File: src/rtl/core/ist_pkg.sv
// Package for the indexed shift table: sizes, operation and status codes,
// controller states and the structs passed between the table's modules.
// Has no dependencies.
package ist_pkg;

	localparam int DEPTH       = 64;
	localparam int ENTRY_WIDTH = 32;
	localparam int ADDR_W      = $clog2(DEPTH);
	localparam int CNT_W       = $clog2(DEPTH + 1);
	localparam int OP_W        = 3;
	localparam int IDX_W       = 7;
	localparam int DATA_W      = 32;
	localparam int STAT_W      = 2;

	localparam logic [CNT_W-1:0] DEPTH_CNT = CNT_W'(DEPTH);

	typedef enum logic [OP_W-1:0] {
		OP_PUSH   = 3'd0,
		OP_POP    = 3'd1,
		OP_READ   = 3'd2,
		OP_INSERT = 3'd3,
		OP_REMOVE = 3'd4,
		OP_CLEAR  = 3'd5
	} op_t;

	typedef enum logic [STAT_W-1:0] {
		STAT_OK     = 2'd0,
		STAT_BOUNDS = 2'd1,
		STAT_FULL   = 2'd2
	} status_t;

	typedef enum logic [2:0] {
		S_IDLE,
		S_EXEC,
		S_FETCH,
		S_MOVE_RD,
		S_MOVE_WR,
		S_DONE
	} state_t;

	typedef struct packed {
		logic                   we;
		logic [ADDR_W-1:0]      waddr;
		logic [ENTRY_WIDTH-1:0] wdata;
		logic [ADDR_W-1:0]      raddr;
	} ram_req_t;

	typedef struct packed {
		status_t           status;
		logic [DATA_W-1:0] data;
		logic [CNT_W-1:0]  count;
	} res_t;

endpackage

File: src/rtl/core/ist_ram.sv
// Entry memory of the indexed shift table: one write port and one read port
// with a registered read. Generic; no package dependency.
module ist_ram #(
	parameter int AW = 6,
	parameter int DW = 32
) (
	input  logic          clk,
	input  logic          we,
	input  logic [AW-1:0] waddr,
	input  logic [DW-1:0] wdata,
	input  logic [AW-1:0] raddr,
	output logic [DW-1:0] rdata
);

	logic [DW-1:0] mem [2**AW];

	always_ff @(posedge clk) begin
		if (we) begin
			mem[waddr] <= wdata;
		end
		rdata <= mem[raddr];
	end

endmodule

File: src/rtl/core/ist_seq.sv
// Sequencer of the indexed shift table: holds the count, decodes each beat
// and walks the entry memory one entry at a time. Depends on ist_pkg.
module ist_seq (
	input  logic                                clk,
	input  logic                                arst_n,
	input  logic                                in_valid,
	output logic                                in_ready,
	input  logic [ist_pkg::OP_W-1:0]            op,
	input  logic [ist_pkg::IDX_W-1:0]           index,
	input  logic [ist_pkg::DATA_W-1:0]          data_in,
	output logic                                res_valid,
	input  logic                                res_take,
	output ist_pkg::res_t                       res,
	output ist_pkg::ram_req_t                   ram_req,
	input  logic [ist_pkg::ENTRY_WIDTH-1:0]     ram_rdata
);

	ist_pkg::state_t                     state_q, state_d;
	ist_pkg::op_t                        op_q, op_d;
	logic [ist_pkg::IDX_W-1:0]           idx_q, idx_d;
	logic [ist_pkg::ENTRY_WIDTH-1:0]     din_q, din_d;
	logic [ist_pkg::CNT_W-1:0]           cnt_q, cnt_d;
	logic [ist_pkg::CNT_W-1:0]           ptr_q, ptr_d;
	ist_pkg::status_t                    stat_q, stat_d;
	logic [ist_pkg::DATA_W-1:0]          dout_q, dout_d;
	logic [ist_pkg::CNT_W-1:0]           ptr_dn, ptr_up, cnt_dn;

	assign ptr_dn = ptr_q - 1'b1;
	assign ptr_up = ptr_q + 1'b1;
	assign cnt_dn = cnt_q - 1'b1;

	always_ff @(posedge clk or negedge arst_n) begin
		if (!arst_n) begin
			state_q <= ist_pkg::S_IDLE;
			cnt_q   <= '0;
		end else begin
			state_q <= state_d;
			cnt_q   <= cnt_d;
		end
	end

	always_ff @(posedge clk) begin
		op_q   <= op_d;
		idx_q  <= idx_d;
		din_q  <= din_d;
		ptr_q  <= ptr_d;
		stat_q <= stat_d;
		dout_q <= dout_d;
	end

	always_comb begin
		state_d   = state_q;
		op_d      = op_q;
		idx_d     = idx_q;
		din_d     = din_q;
		cnt_d     = cnt_q;
		ptr_d     = ptr_q;
		stat_d    = stat_q;
		dout_d    = dout_q;
		ram_req   = '0;
		in_ready  = 1'b0;
		res_valid = 1'b0;
		unique case (state_q)
			ist_pkg::S_IDLE: begin
				in_ready = 1'b1;
				if (in_valid) begin
					op_d    = ist_pkg::op_t'(op);
					idx_d   = index;
					din_d   = data_in[ist_pkg::ENTRY_WIDTH-1:0];
					state_d = ist_pkg::S_EXEC;
				end
			end
			ist_pkg::S_EXEC: begin
				stat_d  = ist_pkg::STAT_OK;
				dout_d  = '0;
				state_d = ist_pkg::S_DONE;
				case (op_q)
					ist_pkg::OP_PUSH: begin
						if (cnt_q == ist_pkg::DEPTH_CNT) begin
							stat_d = ist_pkg::STAT_FULL;
						end else begin
							ram_req.we    = 1'b1;
							ram_req.waddr = cnt_q[ist_pkg::ADDR_W-1:0];
							ram_req.wdata = din_q;
							cnt_d         = cnt_q + 1'b1;
						end
					end
					ist_pkg::OP_POP: begin
						if (cnt_q == '0) begin
							stat_d = ist_pkg::STAT_BOUNDS;
						end else begin
							ram_req.raddr = cnt_dn[ist_pkg::ADDR_W-1:0];
							cnt_d         = cnt_dn;
							state_d       = ist_pkg::S_FETCH;
						end
					end
					ist_pkg::OP_READ: begin
						if (idx_q >= cnt_q) begin
							stat_d = ist_pkg::STAT_BOUNDS;
						end else begin
							ram_req.raddr = idx_q[ist_pkg::ADDR_W-1:0];
							state_d       = ist_pkg::S_FETCH;
						end
					end
					ist_pkg::OP_INSERT: begin
						if (idx_q > cnt_q) begin
							stat_d = ist_pkg::STAT_BOUNDS;
						end else if (cnt_q == ist_pkg::DEPTH_CNT) begin
							stat_d = ist_pkg::STAT_FULL;
						end else begin
							ptr_d   = cnt_q;
							cnt_d   = cnt_q + 1'b1;
							state_d = ist_pkg::S_MOVE_RD;
						end
					end
					ist_pkg::OP_REMOVE: begin
						if (idx_q >= cnt_q) begin
							stat_d = ist_pkg::STAT_BOUNDS;
						end else begin
							ram_req.raddr = idx_q[ist_pkg::ADDR_W-1:0];
							ptr_d         = idx_q;
							cnt_d         = cnt_dn;
							state_d       = ist_pkg::S_FETCH;
						end
					end
					ist_pkg::OP_CLEAR: begin
						cnt_d = '0;
					end
					default: begin
					end
				endcase
			end
			ist_pkg::S_FETCH: begin
				dout_d  = ist_pkg::DATA_W'(ram_rdata);
				state_d = (op_q == ist_pkg::OP_REMOVE) ? ist_pkg::S_MOVE_RD
					: ist_pkg::S_DONE;
			end
			ist_pkg::S_MOVE_RD: begin
				if (op_q == ist_pkg::OP_INSERT) begin
					if (ptr_q == idx_q) begin
						ram_req.we    = 1'b1;
						ram_req.waddr = idx_q[ist_pkg::ADDR_W-1:0];
						ram_req.wdata = din_q;
						state_d       = ist_pkg::S_DONE;
					end else begin
						ram_req.raddr = ptr_dn[ist_pkg::ADDR_W-1:0];
						state_d       = ist_pkg::S_MOVE_WR;
					end
				end else begin
					if (ptr_q == cnt_q) begin
						state_d = ist_pkg::S_DONE;
					end else begin
						ram_req.raddr = ptr_up[ist_pkg::ADDR_W-1:0];
						state_d       = ist_pkg::S_MOVE_WR;
					end
				end
			end
			ist_pkg::S_MOVE_WR: begin
				ram_req.we    = 1'b1;
				ram_req.waddr = ptr_q[ist_pkg::ADDR_W-1:0];
				ram_req.wdata = ram_rdata;
				ptr_d         = (op_q == ist_pkg::OP_INSERT) ? ptr_dn : ptr_up;
				state_d       = ist_pkg::S_MOVE_RD;
			end
			ist_pkg::S_DONE: begin
				res_valid = 1'b1;
				if (res_take) begin
					state_d = ist_pkg::S_IDLE;
				end
			end
			default: begin
				state_d = ist_pkg::S_IDLE;
			end
		endcase
	end

	assign res.status = stat_q;
	assign res.data   = dout_q;
	assign res.count  = cnt_q;

`ifndef SYNTH
	a_count_bound: assert property (@(posedge clk) disable iff (!arst_n)
		cnt_q <= ist_pkg::DEPTH_CNT)
		else $error("count exceeds table depth");
	a_no_write_idle: assert property (@(posedge clk) disable iff (!arst_n)
		(state_q == ist_pkg::S_IDLE || state_q == ist_pkg::S_DONE) |-> !ram_req.we)
		else $error("memory written outside an operation");
	a_err_zero_data: assert property (@(posedge clk) disable iff (!arst_n)
		(res_valid && res.status != ist_pkg::STAT_OK) |-> res.data == '0)
		else $error("error result carries data");
	a_move_in_table: assert property (@(posedge clk) disable iff (!arst_n)
		(state_q == ist_pkg::S_MOVE_WR) |-> ptr_q < ist_pkg::DEPTH_CNT)
		else $error("shift pointer outside the table");
`endif

endmodule

File: src/rtl/core/indexed_shift_table_core.sv
// Top level of the indexed shift table: sequencer, entry memory and the
// result output register. Depends on ist_pkg, ist_seq and ist_ram.
//
//   channel | direction | signals
//   input   | in        | in_valid, in_ready, op, index, data_in
//   result  | out       | out_valid, out_ready, status, data_out, count
//
// One item is worked at a time. Push, clear, refused and unused operations pass
// through S_EXEC and S_DONE; pop and read also pass through S_FETCH. Remove
// first fetches the removed entry; insert and remove move each shifted entry by
// reading it from the entry memory in S_MOVE_RD and writing it back in S_MOVE_WR.
// Reset clears the count, the state and the output valid; the memory keeps its
// contents. A stalled result stays in the output register, and the next beat is
// taken meanwhile but finishes only once the register frees.
module indexed_shift_table_core (
	input  logic                          clk,
	input  logic                          arst_n,
	input  logic                          in_valid,
	output logic                          in_ready,
	input  logic [ist_pkg::OP_W-1:0]      op,
	input  logic [ist_pkg::IDX_W-1:0]     index,
	input  logic [ist_pkg::DATA_W-1:0]    data_in,
	output logic                          out_valid,
	input  logic                          out_ready,
	output logic [ist_pkg::STAT_W-1:0]    status,
	output logic [ist_pkg::DATA_W-1:0]    data_out,
	output logic [ist_pkg::CNT_W-1:0]     count
);

	ist_pkg::res_t                    res;
	ist_pkg::ram_req_t                ram_req;
	logic [ist_pkg::ENTRY_WIDTH-1:0]  ram_rdata;
	logic                             res_valid;
	logic                             res_take;
	logic                             out_valid_q;
	logic [ist_pkg::STAT_W-1:0]       status_q;
	logic [ist_pkg::DATA_W-1:0]       data_q;
	logic [ist_pkg::CNT_W-1:0]        count_q;

	ist_seq u_seq (
		.clk       (clk),
		.arst_n    (arst_n),
		.in_valid  (in_valid),
		.in_ready  (in_ready),
		.op        (op),
		.index     (index),
		.data_in   (data_in),
		.res_valid (res_valid),
		.res_take  (res_take),
		.res       (res),
		.ram_req   (ram_req),
		.ram_rdata (ram_rdata)
	);

	ist_ram #(
		.AW (ist_pkg::ADDR_W),
		.DW (ist_pkg::ENTRY_WIDTH)
	) u_ram (
		.clk   (clk),
		.we    (ram_req.we),
		.waddr (ram_req.waddr),
		.wdata (ram_req.wdata),
		.raddr (ram_req.raddr),
		.rdata (ram_rdata)
	);

	assign res_take = res_valid && (!out_valid_q || out_ready);

	always_ff @(posedge clk or negedge arst_n) begin
		if (!arst_n) begin
			out_valid_q <= 1'b0;
		end else if (res_take) begin
			out_valid_q <= 1'b1;
		end else if (out_ready) begin
			out_valid_q <= 1'b0;
		end
	end

	always_ff @(posedge clk) begin
		if (res_take) begin
			status_q <= res.status;
			data_q   <= res.data;
			count_q  <= res.count;
		end
	end

	assign out_valid = out_valid_q;
	assign status    = status_q;
	assign data_out  = data_q;
	assign count     = count_q;

endmodule
File: config.mk
export PLATFORM = sky130hd
export DESIGN_NAME = indexed_shift_table_core
export DESIGN_NICKNAME = d
export VERILOG_FILES = /design/src/rtl/core/ist_pkg.sv /design/src/rtl/core/ist_ram.sv /design/src/rtl/core/ist_seq.sv /design/src/rtl/core/indexed_shift_table_core.sv
export SDC_FILE = /design/constraint.sdc
export NUM_CORES = 2
export LEC_CHECK = 0
export ABC_AREA = 0
export CORE_MARGIN = 10
export CORE_UTILIZATION = 30
export DETAILED_ROUTE_END_ITERATION = 8
export DONT_BUFFER_PORTS = 1
export GPL_TIMING_DRIVEN = 0
export SLEW_MARGIN = 40
export SYNTH_ARGS = -nofsm -noshare
export SYNTH_HDL_FRONTEND = slang
export SYNTH_HIERARCHICAL = 1
export SYNTH_SLANG_ARGS = --single-unit
File: constraint.sdc
create_clock -name clk -period 9.7 [get_ports clk]
set_clock_uncertainty 0.1 [all_clocks]
set_input_delay 0.485 -clock clk [delete_from_list [all_inputs] [get_ports clk]]
set_output_delay 0.485 -clock clk [all_outputs]
set_load 0.02 [all_outputs]
# After elaboration in Yosys (flattened, before gate mapping)
# Memory sizes are Yosys's and may differ from the RTL's. A register that Yosys moved wholly into a read port is not among the register bits.
# Index checks and enable logic that the tools add are counted.
dict set report totals {
  register_bits 135
  latchBits 0
  ramBits 2048
  romBits 0
  input_bits 46
  output_inout_bits 43
  word_cells 103
  mem_count 1
}
# name words word_bits rd rd_ports_with_merged_regs wr line_no
set mem_list {}
lappend mem_list {u_ram.mem 64 32 1 1 1 ist_ram.sv:15} ;# logic [DW-1:0] mem [2**AW];
dict set report op_classes {
  addsub 4
  n_mul 0
  div_mod_pow 0
  magnitude_cmp 2
  eq_ne 22
  n_shift 0
  n_mux 47
  bitwise_logic 0
  reduce_logical 15
}
# operator n
set op_table {}
lappend op_table {{two-way mux 39 bit} 4}
lappend op_table {{case mux 39 bit (3 select lines)} 1}
lappend op_table {{case mux 32 bit (2 select lines)} 1}
lappend op_table {{two-way mux 7 bit} 8}
lappend op_table {{case mux 7 bit (5 select lines)} 1}
lappend op_table {{two-way mux 6 bit} 5}
lappend op_table {{case mux 7 bit (2 select lines)} 2}
lappend op_table {{case mux 6 bit (2 select lines)} 2}
lappend op_table {{two-way mux 3 bit} 7}
lappend op_table {{case mux 3 bit (6 select lines)} 1}
lappend op_table {{adder 7 x 1 -> 7 bit (second input constant)} 2}
lappend op_table {{equality test 7 bit} 2}
lappend op_table {{subtractor 7 x 1 -> 7 bit (second input constant)} 2}
lappend op_table {{equality test 3 x 2 -> 1 bit (second input constant)} 4}
lappend op_table {{equality test 3 bit (second input constant)} 4}
lappend op_table {{two-way mux 1 bit} 11}
lappend op_table {{inequality test 2 bit (second input constant)} 5}
lappend op_table {{AND reduction 5 bit} 2}
lappend op_table {{inequality test 3 bit (second input constant)} 3}
lappend op_table {{case mux 3 bit (3 select lines)} 1}
lappend op_table {{case mux 2 bit (4 select lines)} 1}
lappend op_table {{equality test 7 bit (second input constant)} 1}
lappend op_table {{greater-or-equal comparator 7 bit} 1}
lappend op_table {{> comparator 7 bit} 1}
lappend op_table {{other kinds (12)} 18}

# Depth between registers and ports, before layout
dict set report depth {
  depth_word 6
  ltp_mapped 19
  depth_no_buf 13
}

# Modules after synthesis
# Netlist, hierarchy kept.
# module n_inst cells_each area_each_um2 seq_area_each_um2
set by_module_without_submodules {}
lappend by_module_without_submodules {ist_ram 1 3324 78512.8 62139.6}
lappend by_module_without_submodules {ist_seq 1 455 5221.3 2742.6}
lappend by_module_without_submodules {indexed_shift_table_core 1 45 1275.0 1256.2}

# Least setup slack after synthesis
# Ideal clock, no wire load.
dict set report synth_timing {
  path_kind {register to register}
  from {register u_seq/cnt_q[0] in the netlist's numbering}
  to {memory u_ram.mem[48][0], enable pin}
  setup_time_ns 0.461
  arrival_ns 4.344
  required_time_ns 9.139
  path_slack_ns 4.795
  path_stages_with_launch 11
  n_path_buf 1
  period_less_slack_ns 4.905
  cell_sequence {dfrtp_1 > clkbuf_1 > inv_1 > ha_1 > nor3b_4 > and2_1 > a21boi_2 > or3_1 > nor2b_1 > nand4b_1 > nor3_1}
}
# element line_no
set synth_rtl {}
lappend synth_rtl {{start, declared} ist_seq.sv:22} ;# logic [ist_pkg::CNT_W-1:0] cnt_q, cnt_d;
lappend synth_rtl {{start signal, assigned} ist_seq.sv:38} ;# cnt_q <= cnt_d;
lappend synth_rtl {{end, declared} ist_ram.sv:15}

==> results.toml <==
[global_routing]
antenna_found_initial = 12
grt_pass1_vias = 44000
grt_overflow_total = 0
grtUsageTotal = 0.170
grt_pass1_wl_mm = 366
grt_max_degree = 65

[routing]
wl_mm = 268
vias = 45100
drc = 0
first_iter_violations = 7587
dr.pass1.iters = 6
route.detailed.wl_per_inst_um = 32.5
ant_nets = 0
vias_per_cell = 5.46

[sta]
tightest_slew_ns = 1.06
hold_viol_final = 0
setup_tns_ns = 0
post-route-period-util = 0.771
max_slew_margin = 0.296
slew_violations = 0
setup_slack_ns = 2.22
post-route-min-period_ns = 7.48
setup_viol = 0
max_freq_ghz = 0.134
rsz0062_at_grt = "no"

[logic_synthesis]
synth_cells = 3824
avgSynthCellArea_um2 = 22.2
synth-edff-count = 2172
ys.flop_type = "edfxtp_1"
synthArstFlopShare = 0.00497
ys_ff_latch = 2215
syn-cell-area_um2 = 85000
yosys_warnings = 6
ys_seq_area_frac = 0.778
synth_cell_types = 75
synth_nets = 3881

[die]
start_util = 0.301
dieArea_um2 = 305000
ios = 89
rows = 195
die_h_um = 552
die_x_um = 552
core_um2 = 282000

[cells_and_area]
final_layout_size_suffix_gt1_frac = 0.306
layout_common_cells = "edfxtp_1, mux4_2, clkbuf_16, buf_16, mux2i_1"
layout.nets = 4376
final_common_cell = "edfxtp_1"
stdcell_area_um2 = 103000
area_growth_pct = 20.8

[clocking]
cts-buffers-inserted = 206
cts_root_buf = "clkbuf_16"
clk_pin_slew_ns = 0.06
cts_buffer_depth = 3
htreeDepth = 4
cts_tree = "done"
clock_latency_ns = 0.86
postCtsSetupRepairBufs = 0
cts_sinks = 2215

[hold_path]
holdCritPathClass = "input port to flip-flop"

[worst_setup_path]
worstPathRequired_ns = 10.35
path_common_cell = "a21oi_1"
arrival_ns = 8.13
end_kind = "flip-flop"
crit_path_max_incr_delay_ns = 0.68
slowest_stage = "buf_2"
startpoint_type = "flip-flop"
cp_cell_sequence = "clkbuf_1 > inv_1 > ha_1 > a21oi_1 > o21ai_0 > a21oi_1 > nor3b_2 > a21oi_1 > o22ai_1 > buf_2 > buf_2 > buf_2 > clkbuf_1 > buf_2 > mux2i_1 > a21oi_1 > a21oi_1 > nor2_1"
crit_type = "flip-flop to flip-flop"
crit_path_max_fanout = 14

[status]
run_status = "finished clean"

[place]
port_buffers = 0
hpwl_mm = 187
pre_cts_ws_ns = 2.54
gp_congestion = 0.873
post_dp_cell_area_um2 = 95500

[power]
p_leak_nw = 31.7
power_density_nw_per_um2 = 248
ir_worst_vdd_v = 0.000158

[run]
drv_cap = 0
critical path: cells and delay by family, from the launching register on:
| family | cells | cell delay (ns) |
|---|---|---|
| AND/OR/NAND/NOR | 2 | 0.72 |
| multiplexers | 1 | 0.31 |
| buffers and inverters | 7 | 3.40 |
| AO/OA/AOI/OAI | 7 | 1.97 |
| flip-flops | 1 | 0.41 |
| adder cells (fa/ha/maj) | 1 | 0.37 |
routing by layer:
metal | GRT usage | vias to the layer above | part of all wire
met3 | 0.0474 | 598 | 0.12
li1 | - | 17200 | -
met1 | 0.226 | 24100 | 0.37
met4 | 0.0757 | 2 | 0.052
met2 | 0.260 | 3203 | 0.45
met5 | 0 | - | 0.000026
kinds of logic (layout without fill, tap and decap cells):
kind of cell	Yosys count	after routing	synth area share
AOI/OAI and AO/OA	332	332	0.0269
xor gates and xnor gates	29	29	0.00299
adders and majority gates	11	11	0.00162
buffers and inverters	233	911	0.0134
DFF	2215	2215	0.778
muxes	647	647	0.156
other	0	10	0
and+or+nand+nor	357	357	0.0208
synth_stat cells (17+ instances only):
master / count / share of area
and2_1: 40 / 0.0029
nor2b_1: 17 / 0.0013
dfxtp_1: 32 / 0.0075
o221ai_1: 30 / 0.0031
buf_2: 61 / 0.0036
nor2_1: 157 / 0.0069
buf_4: 25 / 0.0022
a22o_1: 32 / 0.0033
nand2_1: 48 / 0.0021
inv_1: 19 / 0.00084
o22ai_1: 92 / 0.0068
clkbuf_1: 101 / 0.0045
a21oi_1: 87 / 0.0051
edfxtp_1: 2172 / 0.77
mux4_2: 544 / 0.14
a22oi_1: 22 / 0.0019
mux2i_1: 102 / 0.012
xnor2_1: 17 / 0.0018
power breakdown:
| group | internal [mW] | total, mW | switching, mW |
|---|---|---|---|
| registers | 11.7 | 12.0 | 0.307 |
| logic | 1.78 | 5.51 | 3.73 |
| clock network | 4.36 | 7.94 | 3.59 |
cell type report:
cell class	instances	area [µm²]
antenna	10	25.0
tap	3743	4680
inverter	19	71.3
fill	25500	179000
timing repair buffer	287	5440
sequential	2215	66100
multi-input combinational	1376	18600
buffer	214	1140
clock buffer	264	5470
clock inverter	127	1100
worst paths after layout:
check	from	to	slack, ns	cells after the start
setup / recovery	u_seq/cnt_q[4]	u_ram/rdata[14]	2.22	18
hold / removal	data_in[19]	u_seq/din_q[19]	0.15	1
setup reg to reg	u_seq/cnt_q[4]	u_ram/rdata[14]	2.22	18
hold reg to reg	u_seq/dout_q[5]	data_out[5]	0.32	0
max in group asynchronous	arst_n	out_valid	8.57	2
min in group asynchronous	arst_n	u_seq/cnt_q[0]	0.52	2
registers in the layout, summed over array words and instances (netlist names):
signal and count:
out_valid 1, count 7, u_seq/state_q 3, u_seq/op_q 3, data_out 32, u_seq/stat_q 2
u_seq/idx_q 7, u_seq/din_q 32, u_seq/dout_q 32, u_seq/cnt_q 7, status 2, u_seq/ptr_q 7
u_ram/rdata 32, u_ram/mem 2048
per-stage QoR:
| step | power (mW) | hold WS [ns] | instances | utilization |
|---|---|---|---|---|
| 4_1_cts | 25.4 | 0.0930 | 8243 | 0.364 |
| 3_5_place_dp | 17.6 | 0.0902 | 7806 | 0.339 |
| 2_1_floorplan | 14.9 | 0.0894 | 3824 | - |
| 6_report | 25.4 | 0.154 | 8255 | 0.364 |
| 3_3_place_gp | 17.1 | 0.0902 | 7567 | 0.318 |
| 5_1_grt | 26.1 | 0.119 | 8246 | 0.364 |
repair_timing:
item	in CTS	in global routing
hold buffers	46	0
resized for setup	0	0
endpoints found under the hold margin	59	0
setup endpoints to repair	0	0
(Power assumes the default switching activity.)
